### src/rtl/core/mtfm_pkg.sv
// Shared types and constants for the MQTT topic filter match unit.
// Holds the controller/datapath command and status structs and the character codes.
// No dependencies.
`timescale 1ns / 1ps

package mtfm_pkg;

  // Characters with a special meaning in topic filters.
  localparam logic [7:0] CH_PLUS   = 8'h2B;
  localparam logic [7:0] CH_HASH   = 8'h23;
  localparam logic [7:0] CH_SLASH  = 8'h2F;
  localparam logic [7:0] CH_DOLLAR = 8'h24;

  // Result status codes.
  localparam logic [1:0] STATUS_OK        = 2'd0;
  localparam logic [1:0] STATUS_OVERFLOW  = 2'd1;
  localparam logic [1:0] STATUS_NO_FILTER = 2'd2;

  // Commands from the controller to the datapath.
  typedef struct packed {
    logic in_ready;    // accept input transactions
    logic rd_pair;     // read topic byte and filter bytes at the current position
    logic fetch_next;  // capture current bytes, read the filter look-ahead
    logic eval_wild;   // evaluate one wildcard match step
    logic scan_rd;     // read the next topic byte of a '+' level scan
    logic scan_chk;    // check the scanned topic byte
    logic push;        // move the result into the output register
  } cmd_t;

  // Status from the datapath to the controller.
  typedef struct packed {
    logic topic_end;   // last topic byte accepted this cycle
    logic walk;        // the match needs a walk over the stores
    logic wild;        // wildcard mode of the current topic
    logic done;        // result decided this cycle
    logic scan;        // a '+' level scan starts
    logic more;        // the walk continues at the next position
    logic out_free;    // output register can take a result
  } sts_t;

endpackage

### src/rtl/core/mtfm_ctrl.sv
// Controller of the MQTT topic filter match unit: sequences byte loading,
// the exact or wildcard walk, '+' level scans and the result hand-off.
// Depends on mtfm_pkg.
`timescale 1ns / 1ps

module mtfm_ctrl (
  input  logic           clk_i,
  input  logic           rst_ni,
  input  mtfm_pkg::sts_t sts_i,
  output mtfm_pkg::cmd_t cmd_o
);

  localparam logic [2:0] ST_IDLE   = 3'd0;
  localparam logic [2:0] ST_RD     = 3'd1;
  localparam logic [2:0] ST_FETCH  = 3'd2;
  localparam logic [2:0] ST_EVAL   = 3'd3;
  localparam logic [2:0] ST_SCAN   = 3'd4;
  localparam logic [2:0] ST_SCHK   = 3'd5;
  localparam logic [2:0] ST_DONE   = 3'd6;

  logic [2:0] state_q, state_d;

  // Command decode from the current state.
  always_comb begin
    cmd_o = '0;
    unique case (state_q)
      ST_IDLE:  cmd_o.in_ready   = 1'b1;
      ST_RD:    cmd_o.rd_pair    = 1'b1;
      ST_FETCH: cmd_o.fetch_next = 1'b1;
      ST_EVAL:  cmd_o.eval_wild  = 1'b1;
      ST_SCAN:  cmd_o.scan_rd    = 1'b1;
      ST_SCHK:  cmd_o.scan_chk   = 1'b1;
      ST_DONE:  cmd_o.push       = 1'b1;
      default:  cmd_o = '0;
    endcase
  end

  // Next-state logic.
  always_comb begin
    state_d = state_q;
    unique case (state_q)
      ST_IDLE: begin
        if (sts_i.topic_end) begin
          state_d = sts_i.walk ? ST_RD : ST_DONE;
        end
      end
      ST_RD: state_d = ST_FETCH;
      ST_FETCH: begin
        if (sts_i.wild) begin
          state_d = ST_EVAL;
        end else begin
          state_d = sts_i.done ? ST_DONE : ST_RD;
        end
      end
      ST_EVAL: begin
        if (sts_i.done) begin
          state_d = ST_DONE;
        end else if (sts_i.scan) begin
          state_d = ST_SCAN;
        end else begin
          state_d = ST_RD;
        end
      end
      ST_SCAN: state_d = ST_SCHK;
      ST_SCHK: begin
        if (sts_i.done) begin
          state_d = ST_DONE;
        end else if (sts_i.more) begin
          state_d = ST_RD;
        end else begin
          state_d = ST_SCAN;
        end
      end
      ST_DONE: begin
        if (sts_i.out_free) begin
          state_d = ST_IDLE;
        end
      end
      default: state_d = ST_IDLE;
    endcase
  end

  always_ff @(posedge clk_i or negedge rst_ni) begin
    if (!rst_ni) begin
      state_q <= ST_IDLE;
    end else begin
      state_q <= state_d;
    end
  end

endmodule

### config.mk
export PLATFORM = sky130hd
export DESIGN_NAME = mtfm_ctrl
export DESIGN_NICKNAME = d
export VERILOG_FILES = /design/src/rtl/core/mtfm_pkg.sv /design/src/rtl/core/mtfm_ctrl.sv
export SDC_FILE = /design/constraint.sdc
export NUM_CORES = 1
export LEC_CHECK = 0
export BUFFER_PORTS_ARGS = -buffer_cell sky130_fd_sc_hd__buf_2
export CORE_AREA = 2 2 39 41
export CTS_CLUSTER_DIAMETER = 80
export DETAILED_ROUTE_END_ITERATION = 12
export DIE_AREA = 0 0 41 43
export GPL_TIMING_DRIVEN = 0
export PLACE_DENSITY = 0.44
export SYNTH_ARGS = -nofsm -noshare
export SYNTH_HDL_FRONTEND = slang
export SYNTH_SLANG_ARGS = --single-unit
### constraint.sdc
create_clock -name clk_i -period 1.4 [get_ports clk_i]
set_input_delay 0.21 -clock clk_i [delete_from_list [all_inputs] [get_ports clk_i]]
set_output_delay 0.21 -clock clk_i [all_outputs]
set_load 0.02 [all_outputs]
==> run_results.csv <==
group,metric,value,unit
outcome,status,"finished clean",
sta,finalSetupViolations,0,
critical_path,end_kind,"primary output",
pwr,leakagePower,0.000265,uW
final_layout,num-fill-cells,154,
yosys,synthTopCellsByArea,"dfrtp_1 (24%), nor2b_1 (9.9%), and3b_1 (5.6%)",
yosys,ys.flop_type,"dfrtp_1",
sta,final.period_utilization,0.986,
global_route,grt_pass1_wl,1.36,mm
floorplanning,initial_core_util,0.228,
sta,rsz0062_at_grt,"yes",
yosys,synth.distinct_cells,26,
yosys,ys_warn_count,0,
yosys,synth_top_area_cell,"dfrtp_1",
routing,num_vias,371,
yosys,ys_seq_area_frac,0.238,
critical_path,cp.required,1.19,ns
global_route,busiest_layer,"met2",
global_route,grt_use_met1,0.149,
global_route,antenna_found_initial,0,
sta,fin_crit,1.38,ns
routing,post_drt_wl_per_cell,10.3,um
sta,max_clock_freq,0.725,GHz
yosys,syn_nets,46,
placement,place_ws,0.160,ns
yosys,syn_area_per_cell,8.52,um^2
critical_path,cp.arrival,1.17,ns
routing,dr.pass1.iters,4,
final_layout,fin_nets,75,
yosys,async_flop_share,1.00,
yosys,yosysMostFrequentCell,"nor2b_1",
yosys,yosysTopAreaCellShare,0.238,
global_route,grt_pass1_vias,331,
clock_network,numClockSinks,3,
final_layout,area_growth_syn_to_layout,72.2,%
sta,finClkSkew,0.00383,ns
clock_network,cts_tree,"yes",
routing,routed_wl,834,um
floorplanning,die_w,41,um
clock_network,htreeDepth,1,
final_layout,regMostFlops,"state_q",
routing,drcViolationCount,0,
yosys,synthTopCellsByCount,"nor2b_1 (5), dfrtp_1 (3)",
global_route,grt_max_degree,11,
critical_path,criticalPathCategory,"register to primary output",
yosys,synth_edf_count,0,
flow_run,maxCapViolCount,0,
critical_path,crit_fanout,8,
placement,placed_cells,68,
sta,final_hold_viol_count,0,
floorplanning,die_y,43,um
clock_network,cts_buffers,3,
floorplanning,io_pins,16,
yosys,syn_area,315,um^2
routing,antenna_left,0,
pwr,power_density,2270,nW/um^2
final_layout,antenna_cells_inserted,0,
yosys,synth.ff_latch_count,3,
final_layout,drive_gt1_frac,0.554,
floorplanning,floorplan.die_area,1760,um^2
placement,gp_congestion,0.696,
global_route,met2_usage,0.156,
routing,avgViaCountPerCell,4.58,
pwr,power,1230,uW
clock_network,clk_latency,0.24,ns
clock_network,root_buffer,"clkbuf_4",
final_layout,largest_reg_flops,3,
floorplanning,design.core.area,1380,um^2
global_route,grt_overflow,0,
final_layout,reg.largest.list,"state_q: 3 flops",
sta,slew_headroom,0.805,
placement,port_buffers,15,
clock_network,cts.reportedPaths.clkPinSlew,0.04,ns
min_path,hold_path.class,"primary input to register",
final_layout,fin_cells,81,
critical_path,cp-start-kind,"register",
sta,layout_setup_ws,0.0201,ns
global_route,use_met3,0.0314,
floorplanning,rows,14,
yosys,synthCells,37,
sta,tightest_slew,0.288,ns
global_route,grt_usage,0.115,
routing,drt_iter0_drc,11,
sta,maxSlewViolCount,0,
clock_network,clock_path_buffers,2,
pwr,ir_drop,599,uV
-- cell families (layout without fill, tap and decap cells) --
| logic type | after synthesis | count (layout) | synth area share |
|---|---|---|---|
| AND/OR/NAND/NOR | 17 | 17 | 0.345 |
| AO/OA/AOI/OAI | 13 | 13 | 0.329 |
| buffers and inverters | 4 | 32 | 0.0873 |
| flip-flops | 3 | 3 | 0.238 |
-- critical path, stage by stage (launching register included) --
cell and delay (ns):
dfrtp_1 0.41, buf_6 0.16, nor3_1 0.18, buf_2 0.19
-- routing by layer --
metal / wire (um) / share of wire / vias to the layer above
met3: 35 / 0.042 / 2
met4: 12 / 0.014 / 0
met2: 413 / 0.50 / 9
met5: 0 / 0 / -
met1: 374 / 0.45 / 167
li1: - / - / 193
-- path summary, 6_finish.rpt --
check,start,slack (ns),depth (start not counted),endpoint
min,sts_i[6],0.29,3,state_q[2]
min in group asynchronous,rst_ni,0.30,2,state_q[2]
max reg2reg,state_q[2],0.14,5,state_q[1]
max in group asynchronous,rst_ni,0.98,2,state_q[0]
max,state_q[2],0.02,3,cmd_o[6]
min reg2reg,state_q[1],0.65,2,state_q[0]
-- cells in the final DEF, fill, tap and decap left out, types with 2 or more instances in the layout --
cell | Yosys | routed
and3b_1 | 2 | 2
buf_6 | 1 | 3
clkbuf_4 | 0 | 3
nor3b_2 | 0 | 2
buf_4 | 1 | 12
o2bb2ai_1 | 2 | 2
dfrtp_1 | 3 | 2
nor2b_1 | 5 | 4
buf_2 | 1 | 11
a21oi_1 | 2 | 2
-- area by class of cell --
cell class	instances	area, um^2	area share
multi-input cells	30	228	0.419
repair buffers	24	159	0.293
flip-flops and latches	3	76.3	0.141
plain buffers	3	30.0	0.0553
clock buffers	4	26.3	0.0484
well taps	16	20.0	0.0369
inverters	1	3.75	0.00691
-- report_power, final --
group	total (uW)	internal [uW]	switching, uW
sequential	182	135	47.3
clock	152	107	45.3
combinational	899	475	424
-- timing repair --
item	in CTS	in global routing
endpoints found under the hold margin	3	0
gates resized for setup	2	10
setup buffers	4	4
pin swaps	0	1
hold buffers	1	0
endpoints found under the setup margin	6	7
-- through the flow --
step                      hold slack, ns  setup TNS (ns)  area [um^2]   util
final                              0.294               0          543  0.392
after floorplan                  -0.0856               0          315      -
after detailed placement         0.00695               0          410  0.297
after CTS                          0.293               0          480  0.347
after global routing               0.304         -0.0760          543  0.392
after global placement           0.00810               0          410  0.297
No activity file was read; power rests on OpenSTA's default activity.
